==> src/sv/line_rasterizer_unit_assert.svh <==
// Assertion macros for the line rasterizer.
// Define NO_ASSERTIONS to compile them out.
`ifndef LINE_RASTERIZER_UNIT_ASSERT_SVH
`define LINE_RASTERIZER_UNIT_ASSERT_SVH
`ifndef NO_ASSERTIONS
// Check while out of reset.
`define LR_ASSERT_ON(label, clk, rstn, prop) \
    label: assert property (@(posedge clk) disable iff (!(rstn)) prop) \
        else $error("line rasterizer check failed");
// Check at every edge, reset included.
`define LR_ASSERT_AT_RESET(label, clk, prop) \
    label: assert property (@(posedge clk) prop) \
        else $error("line rasterizer reset check failed");
`else
`define LR_ASSERT_ON(label, clk, rstn, prop)
`define LR_ASSERT_AT_RESET(label, clk, prop)
`endif
`endif

==> src/sv/lr_pkg.sv <==
`default_nettype none

package lr_pkg;

    localparam int COORD_BITS_DEF = 12;

    localparam int OFFSET_W   = 12;
    localparam int BPP_W      = 3;
    localparam int PITCH_W    = 14;
    localparam int SHIFT_W    = 5;
    localparam int CHAN_W     = 8;
    localparam int ADDR_W     = 27;
    localparam int WORD_W     = 32;
    localparam int CFG_IDX_W  = 3;
    localparam int CFG_DATA_W = 14;

    typedef enum logic [CFG_IDX_W-1:0] {
        REG_X_OFFSET        = 3'd0,
        REG_Y_OFFSET        = 3'd1,
        REG_BYTES_PER_PIXEL = 3'd2,
        REG_LINE_PITCH      = 3'd3,
        REG_RED_SHIFT       = 3'd4,
        REG_GREEN_SHIFT     = 3'd5,
        REG_BLUE_SHIFT      = 3'd6
    } cfg_idx_t;

    typedef enum logic {
        FUNC_LOAD = 1'b0,
        FUNC_STEP = 1'b1
    } func_t;

    typedef struct packed {
        logic [OFFSET_W-1:0] x_offset;
        logic [OFFSET_W-1:0] y_offset;
        logic [BPP_W-1:0]    bytes_per_pixel;
        logic [PITCH_W-1:0]  line_pitch;
        logic [SHIFT_W-1:0]  red_shift;
        logic [SHIFT_W-1:0]  green_shift;
        logic [SHIFT_W-1:0]  blue_shift;
    } cfg_t;

    localparam cfg_t CFG_RESET = '{
        x_offset:        12'd0,
        y_offset:        12'd0,
        bytes_per_pixel: 3'd4,
        line_pitch:      14'd7680,
        red_shift:       5'd16,
        green_shift:     5'd8,
        blue_shift:      5'd0
    };

    typedef struct packed {
        logic in_valid;
        logic line_active;
        logic emit;
        logic emit_last;
    } status_t;

endpackage

`default_nettype wire

==> src/sv/lr_config.sv <==
`default_nettype none

module lr_config (
    input  wire logic                          aclk,
    input  wire logic                          aresetn,
    input  wire logic                          cfg_valid,
    output logic                               cfg_ready,
    input  wire logic [lr_pkg::CFG_IDX_W-1:0]  cfg_index,
    input  wire logic [lr_pkg::CFG_DATA_W-1:0] cfg_data,
    output lr_pkg::cfg_t                       cfg
);

    lr_pkg::cfg_t cfg_reg;
    lr_pkg::cfg_t cfg_next;

    assign cfg_ready = 1'b1;
    assign cfg       = cfg_reg;

    always_comb begin
        cfg_next = cfg_reg;
        if (cfg_valid) begin
            unique case (lr_pkg::cfg_idx_t'(cfg_index))
                lr_pkg::REG_X_OFFSET: begin
                    cfg_next.x_offset = cfg_data[lr_pkg::OFFSET_W-1:0];
                end
                lr_pkg::REG_Y_OFFSET: begin
                    cfg_next.y_offset = cfg_data[lr_pkg::OFFSET_W-1:0];
                end
                lr_pkg::REG_BYTES_PER_PIXEL: begin
                    cfg_next.bytes_per_pixel = cfg_data[lr_pkg::BPP_W-1:0];
                end
                lr_pkg::REG_LINE_PITCH: begin
                    cfg_next.line_pitch = cfg_data[lr_pkg::PITCH_W-1:0];
                end
                lr_pkg::REG_RED_SHIFT: begin
                    cfg_next.red_shift = cfg_data[lr_pkg::SHIFT_W-1:0];
                end
                lr_pkg::REG_GREEN_SHIFT: begin
                    cfg_next.green_shift = cfg_data[lr_pkg::SHIFT_W-1:0];
                end
                lr_pkg::REG_BLUE_SHIFT: begin
                    cfg_next.blue_shift = cfg_data[lr_pkg::SHIFT_W-1:0];
                end
                default: begin
                    // drop writes to unmapped indexes
                end
            endcase
        end
    end

    always_ff @(posedge aclk) begin
        if (!aresetn) begin
            cfg_reg <= lr_pkg::CFG_RESET;
        end else begin
            cfg_reg <= cfg_next;
        end
    end

endmodule

`default_nettype wire

==> src/sv/lr_stepper.sv <==
`default_nettype none

module lr_stepper #(
    parameter int COORD_BITS = lr_pkg::COORD_BITS_DEF
) (
    input  wire logic                        aclk,
    input  wire logic                        aresetn,
    input  wire logic                        s_valid,
    output logic                             s_ready,
    input  wire logic                        s_func,
    input  wire logic [COORD_BITS-1:0]       s_start_x,
    input  wire logic [COORD_BITS-1:0]       s_start_y,
    input  wire logic [COORD_BITS-1:0]       s_end_x,
    input  wire logic [COORD_BITS-1:0]       s_end_y,
    input  wire logic [lr_pkg::CHAN_W-1:0]   s_red,
    input  wire logic [lr_pkg::CHAN_W-1:0]   s_green,
    input  wire logic [lr_pkg::CHAN_W-1:0]   s_blue,
    input  wire lr_pkg::cfg_t                cfg,
    output logic                             px_valid,
    input  wire logic                        px_ready,
    output logic [COORD_BITS-1:0]            px_x,
    output logic [COORD_BITS-1:0]            px_y,
    output logic [lr_pkg::WORD_W-1:0]        px_color,
    output logic                             px_last,
    output lr_pkg::status_t                  status
);

    localparam int SPAN_W = COORD_BITS + 1;
    localparam int TERM_W = COORD_BITS + 3;

    // input register
    logic                      in_valid_reg, in_valid_next;
    lr_pkg::func_t             in_func_reg;
    logic [COORD_BITS-1:0]     in_sx_reg, in_sy_reg, in_ex_reg, in_ey_reg;
    logic [lr_pkg::CHAN_W-1:0] in_red_reg, in_green_reg, in_blue_reg;

    // line state
    logic [COORD_BITS-1:0]     major_pos_reg, major_pos_next;
    logic [COORD_BITS-1:0]     minor_pos_reg, minor_pos_next;
    logic signed [TERM_W-1:0]  decision_term_reg, decision_term_next;
    logic [SPAN_W-1:0]         pixels_left_reg, pixels_left_next;
    logic                      step_down_reg, step_down_next;
    logic                      steep_reg, steep_next;
    logic [SPAN_W-1:0]         major_span_reg, major_span_next;
    logic [SPAN_W-1:0]         minor_span_reg, minor_span_next;
    logic [lr_pkg::WORD_W-1:0] packed_color_reg, packed_color_next;

    // pixel register
    logic                      p_valid_reg, p_valid_next;
    logic [COORD_BITS-1:0]     p_x_reg, p_y_reg;
    logic [lr_pkg::WORD_W-1:0] p_color_reg;
    logic                      p_last_reg;

    logic                      p_ready_int;
    logic                      in_fire;
    logic                      do_load;
    logic                      emit;
    logic                      active;
    logic                      last_px;
    logic                      d_pos;
    logic [COORD_BITS-1:0]     adx, ady;
    logic                      shallow, swap, load_down;
    logic [COORD_BITS-1:0]     load_maj0, load_min0;
    logic [SPAN_W-1:0]         load_maj_span, load_min_span;
    logic signed [TERM_W-1:0]  load_term;
    logic [lr_pkg::WORD_W-1:0] red_ext, green_ext, blue_ext, load_color;
    logic signed [TERM_W-1:0]  step_term;
    logic [COORD_BITS-1:0]     sel_x, sel_y;

    assign p_ready_int = !p_valid_reg || px_ready;
    assign s_ready     = !in_valid_reg || p_ready_int;
    assign in_fire     = in_valid_reg && p_ready_int;
    assign active      = pixels_left_reg != '0;
    assign last_px     = pixels_left_reg == SPAN_W'(1);
    assign d_pos       = !decision_term_reg[TERM_W-1] && (decision_term_reg != '0);
    assign do_load     = in_fire && (in_func_reg == lr_pkg::FUNC_LOAD);
    assign emit        = in_fire && (in_func_reg == lr_pkg::FUNC_STEP) && active;
    assign sel_x       = steep_reg ? minor_pos_reg : major_pos_reg;
    assign sel_y       = steep_reg ? major_pos_reg : minor_pos_reg;

    // line setup: order endpoints along the major axis
    always_comb begin
        adx = (in_ex_reg >= in_sx_reg) ? in_ex_reg - in_sx_reg : in_sx_reg - in_ex_reg;
        ady = (in_ey_reg >= in_sy_reg) ? in_ey_reg - in_sy_reg : in_sy_reg - in_ey_reg;
        shallow = ady < adx;
        if (shallow) begin
            swap          = in_sx_reg > in_ex_reg;
            load_maj0     = swap ? in_ex_reg : in_sx_reg;
            load_min0     = swap ? in_ey_reg : in_sy_reg;
            load_down     = swap ? (in_sy_reg < in_ey_reg) : (in_ey_reg < in_sy_reg);
            load_maj_span = SPAN_W'(adx);
            load_min_span = SPAN_W'(ady);
        end else begin
            swap          = in_sy_reg > in_ey_reg;
            load_maj0     = swap ? in_ey_reg : in_sy_reg;
            load_min0     = swap ? in_ex_reg : in_sx_reg;
            load_down     = swap ? (in_sx_reg < in_ex_reg) : (in_ex_reg < in_sx_reg);
            load_maj_span = SPAN_W'(ady);
            load_min_span = SPAN_W'(adx);
        end
        load_term = $signed({1'b0, load_min_span, 1'b0}) - $signed({2'b00, load_maj_span});

        red_ext    = lr_pkg::WORD_W'(in_red_reg);
        green_ext  = lr_pkg::WORD_W'(in_green_reg);
        blue_ext   = lr_pkg::WORD_W'(in_blue_reg);
        load_color = (red_ext << cfg.red_shift) | (green_ext << cfg.green_shift)
                   | (blue_ext << cfg.blue_shift);
    end

    // one Bresenham step
    always_comb begin
        step_term = decision_term_reg + $signed({1'b0, minor_span_reg, 1'b0});
        if (d_pos) begin
            step_term = step_term - $signed({1'b0, major_span_reg, 1'b0});
        end
    end

    always_comb begin
        in_valid_next      = s_ready ? s_valid : in_valid_reg;
        major_pos_next     = major_pos_reg;
        minor_pos_next     = minor_pos_reg;
        decision_term_next = decision_term_reg;
        pixels_left_next   = pixels_left_reg;
        step_down_next     = step_down_reg;
        steep_next         = steep_reg;
        major_span_next    = major_span_reg;
        minor_span_next    = minor_span_reg;
        packed_color_next  = packed_color_reg;
        if (do_load) begin
            major_pos_next     = load_maj0;
            minor_pos_next     = load_min0;
            decision_term_next = load_term;
            pixels_left_next   = load_maj_span;
            step_down_next     = load_down;
            steep_next         = !shallow;
            major_span_next    = load_maj_span;
            minor_span_next    = load_min_span;
            packed_color_next  = load_color;
        end else if (emit) begin
            if (d_pos) begin
                minor_pos_next = step_down_reg ? minor_pos_reg - COORD_BITS'(1)
                                               : minor_pos_reg + COORD_BITS'(1);
            end
            decision_term_next = step_term;
            major_pos_next     = major_pos_reg + COORD_BITS'(1);
            pixels_left_next   = pixels_left_reg - SPAN_W'(1);
        end
        p_valid_next = p_ready_int ? emit : p_valid_reg;
    end

    always_ff @(posedge aclk) begin
        if (!aresetn) begin
            in_valid_reg    <= 1'b0;
            pixels_left_reg <= '0;
            p_valid_reg     <= 1'b0;
        end else begin
            in_valid_reg    <= in_valid_next;
            pixels_left_reg <= pixels_left_next;
            p_valid_reg     <= p_valid_next;
        end
    end

    always_ff @(posedge aclk) begin
        major_pos_reg     <= major_pos_next;
        minor_pos_reg     <= minor_pos_next;
        decision_term_reg <= decision_term_next;
        step_down_reg     <= step_down_next;
        steep_reg         <= steep_next;
        major_span_reg    <= major_span_next;
        minor_span_reg    <= minor_span_next;
        packed_color_reg  <= packed_color_next;
        if (s_valid && s_ready) begin
            in_func_reg  <= lr_pkg::func_t'(s_func);
            in_sx_reg    <= s_start_x;
            in_sy_reg    <= s_start_y;
            in_ex_reg    <= s_end_x;
            in_ey_reg    <= s_end_y;
            in_red_reg   <= s_red;
            in_green_reg <= s_green;
            in_blue_reg  <= s_blue;
        end
        if (p_ready_int) begin
            p_x_reg     <= sel_x;
            p_y_reg     <= sel_y;
            p_color_reg <= packed_color_reg;
            p_last_reg  <= last_px;
        end
    end

    assign px_valid = p_valid_reg;
    assign px_x     = p_x_reg;
    assign px_y     = p_y_reg;
    assign px_color = p_color_reg;
    assign px_last  = p_last_reg;

    assign status.in_valid    = in_valid_reg;
    assign status.line_active = active;
    assign status.emit        = emit;
    assign status.emit_last   = emit && last_px;

endmodule

`default_nettype wire

==> src/sv/lr_address.sv <==
`default_nettype none

module lr_address #(
    parameter int COORD_BITS = lr_pkg::COORD_BITS_DEF
) (
    input  wire logic                        aclk,
    input  wire logic                        aresetn,
    input  wire lr_pkg::cfg_t                cfg,
    input  wire logic                        px_valid,
    output logic                             px_ready,
    input  wire logic [COORD_BITS-1:0]       px_x,
    input  wire logic [COORD_BITS-1:0]       px_y,
    input  wire logic [lr_pkg::WORD_W-1:0]   px_color,
    input  wire logic                        px_last,
    output logic                             m_valid,
    input  wire logic                        m_ready,
    output logic [COORD_BITS-1:0]            m_pixel_x,
    output logic [COORD_BITS-1:0]            m_pixel_y,
    output logic [lr_pkg::ADDR_W-1:0]        m_byte_address,
    output logic [lr_pkg::WORD_W-1:0]        m_pixel_word,
    output logic                             m_last
);

    localparam int SUM_W = ((COORD_BITS > lr_pkg::OFFSET_W) ? COORD_BITS
                                                            : lr_pkg::OFFSET_W) + 1;
    localparam int PX_W  = SUM_W + lr_pkg::BPP_W;
    localparam int PY_W  = SUM_W + lr_pkg::PITCH_W;

    // product stage
    logic                      q_valid_reg, q_valid_next;
    logic [lr_pkg::ADDR_W-1:0] q_prod_x_reg, q_prod_y_reg;
    logic [COORD_BITS-1:0]     q_x_reg, q_y_reg;
    logic [lr_pkg::WORD_W-1:0] q_color_reg;
    logic                      q_last_reg;

    // output register
    logic                      o_valid_reg, o_valid_next;
    logic [COORD_BITS-1:0]     o_x_reg, o_y_reg;
    logic [lr_pkg::ADDR_W-1:0] o_addr_reg;
    logic [lr_pkg::WORD_W-1:0] o_color_reg;
    logic                      o_last_reg;

    logic                      o_ready, q_ready;
    logic [SUM_W-1:0]          x_sum, y_sum;
    logic [PX_W-1:0]           prod_x_full;
    logic [PY_W-1:0]           prod_y_full;
    logic [lr_pkg::ADDR_W-1:0] addr_sum;

    assign o_ready  = !o_valid_reg || m_ready;
    assign q_ready  = !q_valid_reg || o_ready;
    assign px_ready = q_ready;

    always_comb begin
        x_sum        = SUM_W'(px_x) + SUM_W'(cfg.x_offset);
        y_sum        = SUM_W'(px_y) + SUM_W'(cfg.y_offset);
        prod_x_full  = PX_W'(x_sum) * PX_W'(cfg.bytes_per_pixel);
        prod_y_full  = PY_W'(y_sum) * PY_W'(cfg.line_pitch);
        // address wraps at its field width
        addr_sum     = q_prod_x_reg + q_prod_y_reg;
        q_valid_next = q_ready ? px_valid : q_valid_reg;
        o_valid_next = o_ready ? q_valid_reg : o_valid_reg;
    end

    always_ff @(posedge aclk) begin
        if (!aresetn) begin
            q_valid_reg <= 1'b0;
            o_valid_reg <= 1'b0;
        end else begin
            q_valid_reg <= q_valid_next;
            o_valid_reg <= o_valid_next;
        end
    end

    always_ff @(posedge aclk) begin
        if (q_ready) begin
            q_prod_x_reg <= lr_pkg::ADDR_W'(prod_x_full);
            q_prod_y_reg <= lr_pkg::ADDR_W'(prod_y_full);
            q_x_reg      <= px_x;
            q_y_reg      <= px_y;
            q_color_reg  <= px_color;
            q_last_reg   <= px_last;
        end
        if (o_ready) begin
            o_x_reg     <= q_x_reg;
            o_y_reg     <= q_y_reg;
            o_addr_reg  <= addr_sum;
            o_color_reg <= q_color_reg;
            o_last_reg  <= q_last_reg;
        end
    end

    assign m_valid        = o_valid_reg;
    assign m_pixel_x      = o_x_reg;
    assign m_pixel_y      = o_y_reg;
    assign m_byte_address = o_addr_reg;
    assign m_pixel_word   = o_color_reg;
    assign m_last         = o_last_reg;

endmodule

`default_nettype wire

==> src/sv/line_rasterizer_unit.sv <==
`default_nettype none

// Bresenham line rasterizer. A load word (tuser low) sets up a line from two
// endpoints and a colour and gives no output; each step word (tuser high) gives
// one pixel with its coordinates, framebuffer byte offset and packed colour,
// with tlast on the final pixel. The endpoint with the larger major-axis
// coordinate is not drawn, and a step with no line active is taken and dropped.
// While m_tready does not hold the output back, the block takes one word every
// clock and gives one pixel per clock: the rate is set by the decision-term
// update in the stepper. A step word lands in the input register when it is
// taken, then passes the pixel register, the address product register and the
// output register. Write configuration only while no word is in flight; the
// colour is packed with the shift settings present at load.

`include "line_rasterizer_unit_assert.svh"

module line_rasterizer_unit #(
    parameter int COORD_BITS = lr_pkg::COORD_BITS_DEF,
    localparam int S_DATA_W  = ((4 * COORD_BITS + 3 * lr_pkg::CHAN_W + 7) / 8) * 8,
    localparam int M_RAW_W   = 2 * COORD_BITS + lr_pkg::ADDR_W + lr_pkg::WORD_W,
    localparam int M_DATA_W  = ((M_RAW_W + 7) / 8) * 8
) (
    input  wire logic                          aclk,
    input  wire logic                          aresetn,
    input  wire logic                          s_tvalid,
    output logic                               s_tready,
    // start_x, start_y, end_x, end_y, red, green, blue
    input  wire logic [S_DATA_W-1:0]           s_tdata,
    // func
    input  wire logic                          s_tuser,
    output logic                               m_tvalid,
    input  wire logic                          m_tready,
    // pixel_x, pixel_y, byte_address, pixel_word
    output logic [M_DATA_W-1:0]                m_tdata,
    output logic                               m_tlast,
    input  wire logic                          cfg_valid,
    output logic                               cfg_ready,
    input  wire logic [lr_pkg::CFG_IDX_W-1:0]  cfg_index,
    input  wire logic [lr_pkg::CFG_DATA_W-1:0] cfg_data
);

    lr_pkg::cfg_t              cfg;
    lr_pkg::status_t           st;
    logic                      px_valid, px_ready, px_last;
    logic [COORD_BITS-1:0]     px_x, px_y;
    logic [lr_pkg::WORD_W-1:0] px_color;
    logic [COORD_BITS-1:0]     out_x, out_y;
    logic [lr_pkg::ADDR_W-1:0] out_addr;
    logic [lr_pkg::WORD_W-1:0] out_word;

    lr_config u_config (
        .aclk      (aclk),
        .aresetn   (aresetn),
        .cfg_valid (cfg_valid),
        .cfg_ready (cfg_ready),
        .cfg_index (cfg_index),
        .cfg_data  (cfg_data),
        .cfg       (cfg)
    );

    lr_stepper #(
        .COORD_BITS (COORD_BITS)
    ) u_stepper (
        .aclk      (aclk),
        .aresetn   (aresetn),
        .s_valid   (s_tvalid),
        .s_ready   (s_tready),
        .s_func    (s_tuser),
        .s_start_x (s_tdata[0 * COORD_BITS +: COORD_BITS]),
        .s_start_y (s_tdata[1 * COORD_BITS +: COORD_BITS]),
        .s_end_x   (s_tdata[2 * COORD_BITS +: COORD_BITS]),
        .s_end_y   (s_tdata[3 * COORD_BITS +: COORD_BITS]),
        .s_red     (s_tdata[4 * COORD_BITS +: lr_pkg::CHAN_W]),
        .s_green   (s_tdata[4 * COORD_BITS + lr_pkg::CHAN_W +: lr_pkg::CHAN_W]),
        .s_blue    (s_tdata[4 * COORD_BITS + 2 * lr_pkg::CHAN_W +: lr_pkg::CHAN_W]),
        .cfg       (cfg),
        .px_valid  (px_valid),
        .px_ready  (px_ready),
        .px_x      (px_x),
        .px_y      (px_y),
        .px_color  (px_color),
        .px_last   (px_last),
        .status    (st)
    );

    lr_address #(
        .COORD_BITS (COORD_BITS)
    ) u_address (
        .aclk           (aclk),
        .aresetn        (aresetn),
        .cfg            (cfg),
        .px_valid       (px_valid),
        .px_ready       (px_ready),
        .px_x           (px_x),
        .px_y           (px_y),
        .px_color       (px_color),
        .px_last        (px_last),
        .m_valid        (m_tvalid),
        .m_ready        (m_tready),
        .m_pixel_x      (out_x),
        .m_pixel_y      (out_y),
        .m_byte_address (out_addr),
        .m_pixel_word   (out_word),
        .m_last         (m_tlast)
    );

    assign m_tdata = M_DATA_W'({out_word, out_addr, out_y, out_x});

    `LR_ASSERT_AT_RESET(a_reset_clears_out, aclk, !aresetn |=> !m_tvalid)
    `LR_ASSERT_ON(a_last_ends_line, aclk, aresetn, st.emit_last |=> !st.line_active)
    `LR_ASSERT_ON(a_emit_fills_pixel, aclk, aresetn, st.emit |=> px_valid)

endmodule

`default_nettype wire
==> config.mk <==
export PLATFORM = sky130hd
export DESIGN_NAME = line_rasterizer_unit
export DESIGN_NICKNAME = d
export VERILOG_FILES = /design/src/sv/lr_pkg.sv /design/src/sv/lr_config.sv /design/src/sv/lr_stepper.sv /design/src/sv/lr_address.sv /design/src/sv/line_rasterizer_unit.sv
export VERILOG_INCLUDE_DIRS = /design/src /design/src/sv
export SDC_FILE = /design/constraint.sdc
export NUM_CORES = 1
export LEC_CHECK = 0
export ABC_AREA = 1
export BUFFER_PORTS_ARGS = -buffer_cell sky130_fd_sc_hd__buf_2
export CAP_MARGIN = 40
export CORE_UTILIZATION = 45
export CTS_BUF_LIST = sky130_fd_sc_hd__clkbuf_2
export CTS_CLUSTER_DIAMETER = 50
export DETAILED_ROUTE_END_ITERATION = 10
export PLACE_DENSITY_LB_ADDON = 0.1
export SETUP_SLACK_MARGIN = 0.2
export SLEW_MARGIN = 20
export SYNTH_ARGS = -nofsm -noshare
export SYNTH_HDL_FRONTEND = slang
export SYNTH_SLANG_ARGS = --single-unit
==> constraint.sdc <==
create_clock -name aclk -period 7.3 [get_ports aclk]
set_input_delay 0.365 -clock aclk [delete_from_list [all_inputs] [get_ports aclk]]
set_output_delay 0.365 -clock aclk [all_outputs]
set_load 0.005 [all_outputs]
==> results of run 1 <==
-- cell type report --
cell class,instances,area [um2],share of cell area
sequential,484,13800,0.353
multi-input combinational,2714,17200,0.441
tap,969,1210,0.0310
clock buffer,191,956,0.0245
inverter,608,2280,0.0584
timing repair buffer,413,3270,0.0836
clock inverter,50,308,0.00788
antenna,4,10.0,0.000256
-- layer usage --
metal,global-route usage,vias up,routed length (um)
met5,0,-,21
li1,-,13800,-
met4,0.0981,4,3200
met1,0.318,12800,41000
met3,0.0343,174,4260
met2,0.404,729,43400
-- power breakdown --
| part | total [mW] | internal, mW | switching [mW] |
|---|---|---|---|
| Sequential | 3.95 | 3.71 | 0.238 |
| Combinational | 7.81 | 2.91 | 4.90 |
| Clock | 2.00 | 0.751 | 1.25 |
-- timing repair --
action,4_1_cts,5_1_grt
endpoints found under the hold margin,333,0
resized for setup,0,1
setup endpoints to repair,0,4
hold buffers,208,0
-- cells by family (layout without fill, tap and decap cells) --
group | Yosys count | after routing | share of synthesized area
flops | 484 | 484 | 0.408
compound gates | 604 | 604 | 0.0975
simple gates | 1583 | 1583 | 0.198
other cells | 2 | 10 | 0.000222
xor+xnor | 125 | 125 | 0.0324
mux | 7 | 7 | 0.00207
buf+inv | 726 | 1262 | 0.0839
fa+ha+maj | 389 | 389 | 0.178
-- worst min-delay path, stage by stage --
cell and delay, ns:
dlygate4sd3_1 0.53, buf_2 0.12, nand2_1 0.15, nor2_1 0.10, nand2_1 0.06, o211ai_1 0.07
-- stage by stage --
step	util	total power [mW]	hold slack [ns]	instances	area (um2)
6_report	0.525	13.8	0.184	5433	39100
4_1_cts	0.523	13.9	0.0307	5424	38900
3_3_place_gp	0.478	11.7	0.401	4972	35600
3_5_place_dp	0.478	11.7	0.405	4975	35600
5_1_grt	0.525	15.2	0.161	5431	39100
2_1_floorplan	-	9.70	0.400	3924	33800
-- layout by cell type, fill, tap and decap left out, types with 7 or more instances in the layout --
cell,count
nor4_1,9
nand4_1,40
inv_6,7
buf_2,180
nor2_1,266
dlygate4sd3_1,208
o21a_1,9
nand2_1,925
o21ai_1,21
xnor2_1,36
ha_1,234
inv_2,7
a21oi_1,241
or2_2,25
nand3b_1,7
a21o_1,8
inv_1,598
clkinv_1,27
nor3_1,24
fa_1,155
o21bai_1,15
buf_4,18
o211ai_1,26
a31oi_1,15
clkbuf_2,191
nand3_1,232
xor2_1,89
o21ai_0,234
nand2_2,20
mux2i_1,7
edfxtp_1,411
dfxtp_1,73
o22ai_1,9
clkinv_2,11
-- worst max-delay path by stage --
stage | from | depth (start not counted) | to | slack, ns
floorplan | u_stepper.px_y[0] | 27 | u_address.q_prod_y_reg[25] | 1.25
global placement | u_stepper.px_y[0] | 26 | u_address.q_prod_y_reg[25] | 0.69
detailed placement | u_stepper.px_y[0] | 26 | u_address.q_prod_y_reg[25] | 0.54
CTS | u_stepper.px_y[0] | 27 | u_address.q_prod_y_reg[21] | 0.59
global route | u_stepper.px_y[0] | 27 | u_address.q_prod_y_reg[21] | 0.21
finish | u_stepper.px_y[0] | 26 | u_address.q_prod_y_reg[25] | 0.69
==> metrics.cfg, run 1 <==
[clocking]
path_clk_slew_ns = 0.09
htree_levels = 4
clkLatencyLatePin_ns = 1.34
cts_root_buf = clkbuf_2
cts_tree = done
cts_buffers = 135
numClockSinks = 484
postCtsSetupBuffers = 0
cts_max_path_buffers = 3

[setup_path]
rr_endpoint = u_address.q_prod_y_reg[25]
worst_path_most_repeated_cell = fa_1
cp_max_fo = 12
crit_family = adder cells
reg2reg_slack_ns = 0.69
end_kind = flip-flop
critPathSlowestCell = fa_1
reg2reg_depth = 26
crit_type = flip-flop to flip-flop
cp-start-kind = flip-flop
critical_path.max_stage_delay_ns = 0.57
required_ns = 8.39
critical_path_arrival_ns = 7.70
worst-path-buf-inv = 3
r2r-start = u_stepper.px_y[0]

[logic_synthesis]
synth_common_cells = 927 x nand2_1, 598 x inv_1, 411 x edfxtp_1, 267 x nor2_1, 241 x a21oi_1
syn_inst = 3920
syn_avg_cell_area_um2 = 8.63
yosysMostFrequentCell = nand2_1
synth_edf_count = 411
ys_types = 57
async_flop_share = 0
synth.area.top_cells = edfxtp_1 36%, nand2_1 10%, fa_1 9.2%
synth_seq_cells = 484
synth_top_area_share = 0.365
seq_area_frac_synth = 0.408
yosysTopAreaCell = edfxtp_1
yosysWarnings = 0
syn_area_mm2 = 0.0338
synth_ff_type = edfxtp_1

[die]
initial_core_util = 0.454
die-width_um = 276
die-height_um = 276
die_area_mm2 = 0.0763
rows = 100
core-area_mm2 = 0.0744
pin_count = 187

[timing]
setup_ws_ns = 0.689
slew_headroom = 0.432
period_share = 0.906
setup_viol = 0
hold_viol_final = 0
setup-tns-final_ns = 0
post-route-min-period_ns = 6.61
drv_slew = 0
worstMarginPinSlew_ns = 0.852
rsz0062_at_grt = false
fmax_mhz = 151
clock_skew_ns = 0.118

[cells_and_area]
final_nets = 4840
largest_reg_flops = 56
drive_gt1_frac = 0.115
fill_cells = 7158
area_growth_pct = 15.5

[min_path]
hp-start = cfg_index[2]
min_path_cells = 6
hold_path_class = input port to flip-flop
hold_end = u_config.cfg[8]

[grt]
overflow = 0
first_global_vias = 27000
grt.total_usage = 0.243
antenna_found_initial = 4
grt_max_degree = 69
grt_pass1_wl_um = 146000

[route]
routed_via_density = 5.07
finalWirelength_um = 91900
drt_iter0_drc = 2061
antenna_left = 0
route.detailed.drc = 0
routed-via-count = 27500
avgRoutedWirePerCell_um = 16.9
firstDrtPassIters = 6

[power]
p_leak_nw = 18.7
ir_drop_uv = 347
power_density_mw_per_mm2 = 352

[placed_design]
preCtsSetupSlack_ns = 0.535
port_buffers = 180
place_congestion = 0.928
dp_hpwl_um = 69400

[job]
max_cap_violations = 0

[run_status]
outcome = finished clean

(Power assumes the default switching activity.)
==> inputs of run 2 (changes only) <==
==> constraint.sdc (replaced) <==
create_clock -name aclk -period 7.3 [get_ports aclk]
set_input_delay 0 -clock aclk [delete_from_list [all_inputs] [get_ports aclk]]
set_output_delay 0 -clock aclk [all_outputs]
set_load 0.005 [all_outputs]
==> metrics.cfg, run 2 (synthesized netlist as in run 1, its figures left out) <==
[power]
p_leak_nw = 19.0  ; +2.0%
p_total_mw = 13.9  ; +1.2%
ir_drop_uv = 348  ; +0.33%
power_density_mw_per_mm2 = 348  ; -1.0%

[route]
route.detailed.drc = 0  ; unchanged
routed-via-count = 27900  ; +1.2%
finalWirelength_um = 94200  ; +2.5%
drt_iter0_drc = 1958  ; -5.0%
routed_via_density = 5.06  ; -0.25%
avgRoutedWirePerCell_um = 17.1  ; +1.1%
firstDrtPassIters = 6  ; unchanged
antenna_left = 0  ; unchanged

[min_path]
hp-start = cfg_data[9]
hold_path_class = input port to flip-flop
min_path_cells = 5  ; -1
hold_end = u_config.cfg[24]

[clocking]
cts_max_path_buffers = 3  ; unchanged
cts_root_buf = clkbuf_2
numClockSinks = 484  ; unchanged
cts_tree = done
path_clk_slew_ns = 0.09  ; about the same
htree_levels = 4  ; unchanged
clkLatencyLatePin_ns = 1.34  ; about the same
cts_buffers = 134  ; -0.74%

[cells_and_area]
drive_gt1_frac = 0.114  ; -0.00129
area_growth_pct = 18.1
final_cell_count_no_fill = 5510  ; +1.4%
finish.utilization = 0.537  ; +0.0117
fin_area_mm2 = 0.0399  ; +2.2%
final_common_cell = nand2_1
largest_reg_flops = 56  ; unchanged
final_cell_mix = 924 x nand2_1, 597 x inv_1, 411 x edfxtp_1
final_nets = 4917  ; +1.6%

[timing]
worstMarginPinSlew_ns = 0.864  ; +0.0113 ns
setup-tns-final_ns = 0  ; unchanged
setup_viol = 0  ; unchanged
hold_viol_final = 0  ; unchanged
period_share = 0.909  ; +0.00342
clock_skew_ns = 0.0983  ; -0.0200 ns
slew_headroom = 0.424  ; -0.00756
rsz0062_at_grt = false
post-route-min-period_ns = 6.64  ; +0.0249 ns
drv_slew = 0  ; unchanged
fmax_mhz = 151  ; -0.38%

[setup_path]
crit_type = flip-flop to flip-flop
end_kind = flip-flop
worst-path-buf-inv = 3  ; unchanged
r2r-start = u_stepper.px_y[0]
reg2reg_slack_ns = 0.66  ; -0.02 ns
worst_path_most_repeated_cell = fa_1
critical_path.max_stage_delay_ns = 0.55  ; -0.02 ns
crit_family = adder cells
critPathSlowestCell = fa_1
critical_path_arrival_ns = 7.73  ; +0.03 ns
reg2reg_depth = 26  ; unchanged
cp_max_fo = 12  ; unchanged
rr_endpoint = u_address.q_prod_y_reg[25]
cp-start-kind = flip-flop
required_ns = 8.39  ; about the same

[die]
core-area_mm2 = 0.0744  ; unchanged
rows = 100  ; unchanged
initial_core_util = 0.454  ; unchanged
die-width_um = 276  ; unchanged
die-height_um = 276  ; unchanged
die_area_mm2 = 0.0763  ; unchanged
pin_count = 187  ; unchanged

[grt]
first_global_vias = 27600  ; +2.0%
overflow = 0  ; unchanged
grt_max_degree = 67  ; -2.9%
antenna_found_initial = 8  ; +4
grt_pass1_wl_um = 149000  ; +2.1%
grt.total_usage = 0.249  ; +0.00637

[placed_design]
port_buffers = 180  ; unchanged
place_congestion = 0.919  ; -0.97%
dp_cells = 4974  ; -0.020%
dp_hpwl_um = 69900  ; +0.71%
postPlaceCellArea_mm2 = 0.0356  ; about the same

[job]
max_cap_violations = 0  ; unchanged

[run_status]
outcome = finished clean

==> run 2: cell types whose count changed in the layout (fill, tap and decap cells not counted), sizes merged <==
| cell | change |
|---|---|
| dlygate4sd3 | +79 |
| clkinv | -4 |
| bufinv | +2 |
| clkbuf | +2 |
| buf | -1 |
| inv | -1 |
==> run 2: where the power goes <==
group | internal (mW) | switching [mW] | leakage, nW | total, mW
clock network | 0.829 | 1.25 | 0.977 | 2.08
logic | 2.94 | 4.95 | 13.3 | 7.89
registers | 3.71 | 0.240 | 4.80 | 3.95
==> run 2: per-layer routing <==
layer  GRT usage  wire (um)
met3      0.0417       4660
met1       0.320      41800
met2       0.413      44200
met4       0.109       3490
met5           0         13
==> run 2: worst max-delay path by stage <==
stage	endpoint	from	depth (start not counted)
floorplan	u_address.q_prod_y_reg[25]	u_stepper.px_y[0]	27
global placement	u_address.q_prod_y_reg[25]	u_stepper.px_y[0]	26
detailed placement	u_address.q_prod_y_reg[25]	u_stepper.px_y[0]	26
CTS	u_address.q_prod_y_reg[25]	u_stepper.px_y[0]	26
global route	u_address.q_prod_y_reg[25]	u_stepper.px_y[0]	26
finish	u_address.q_prod_y_reg[25]	u_stepper.px_y[0]	26
==> run 2: layout make-up <==
type | instances | area [um2]
diodes | 4 | 10.0
clock buffers | 193 | 966
clock inverters | 47 | 350
fillers | 6923 | 34500
inverters | 608 | 2280
multi-input cells | 2714 | 17200
flip-flops and latches | 484 | 13800
well taps | 969 | 1210
repair buffers | 491 | 4090
==> run 2: repair_timing <==
| action | 4_1_cts | 5_1_grt |
|---|---|---|
| resized for setup | 0 | 1 |
| hold buffers | 287 | 0 |
| setup buffers | 0 | 0 |
| endpoints found under the hold margin | 476 | 0 |
| setup endpoints to repair | 0 | 2 |
==> run 2: worst min-delay path: stages <==
cell	delay, ns
dlygate4sd3_1	0.52
buf_2	0.11
dlygate4sd3_1	0.69
nand2_1	0.09
o211ai_1	0.09
==> run 2: through the flow <==
stage	hold WS (ns)	setup WS, ns
6_report	0.206	0.664
5_1_grt	0.123	0.286
4_1_cts	0.0333	0.627
3_5_place_dp	0.178	0.587
3_3_place_gp	0.176	0.701
2_1_floorplan	0.0989	1.25
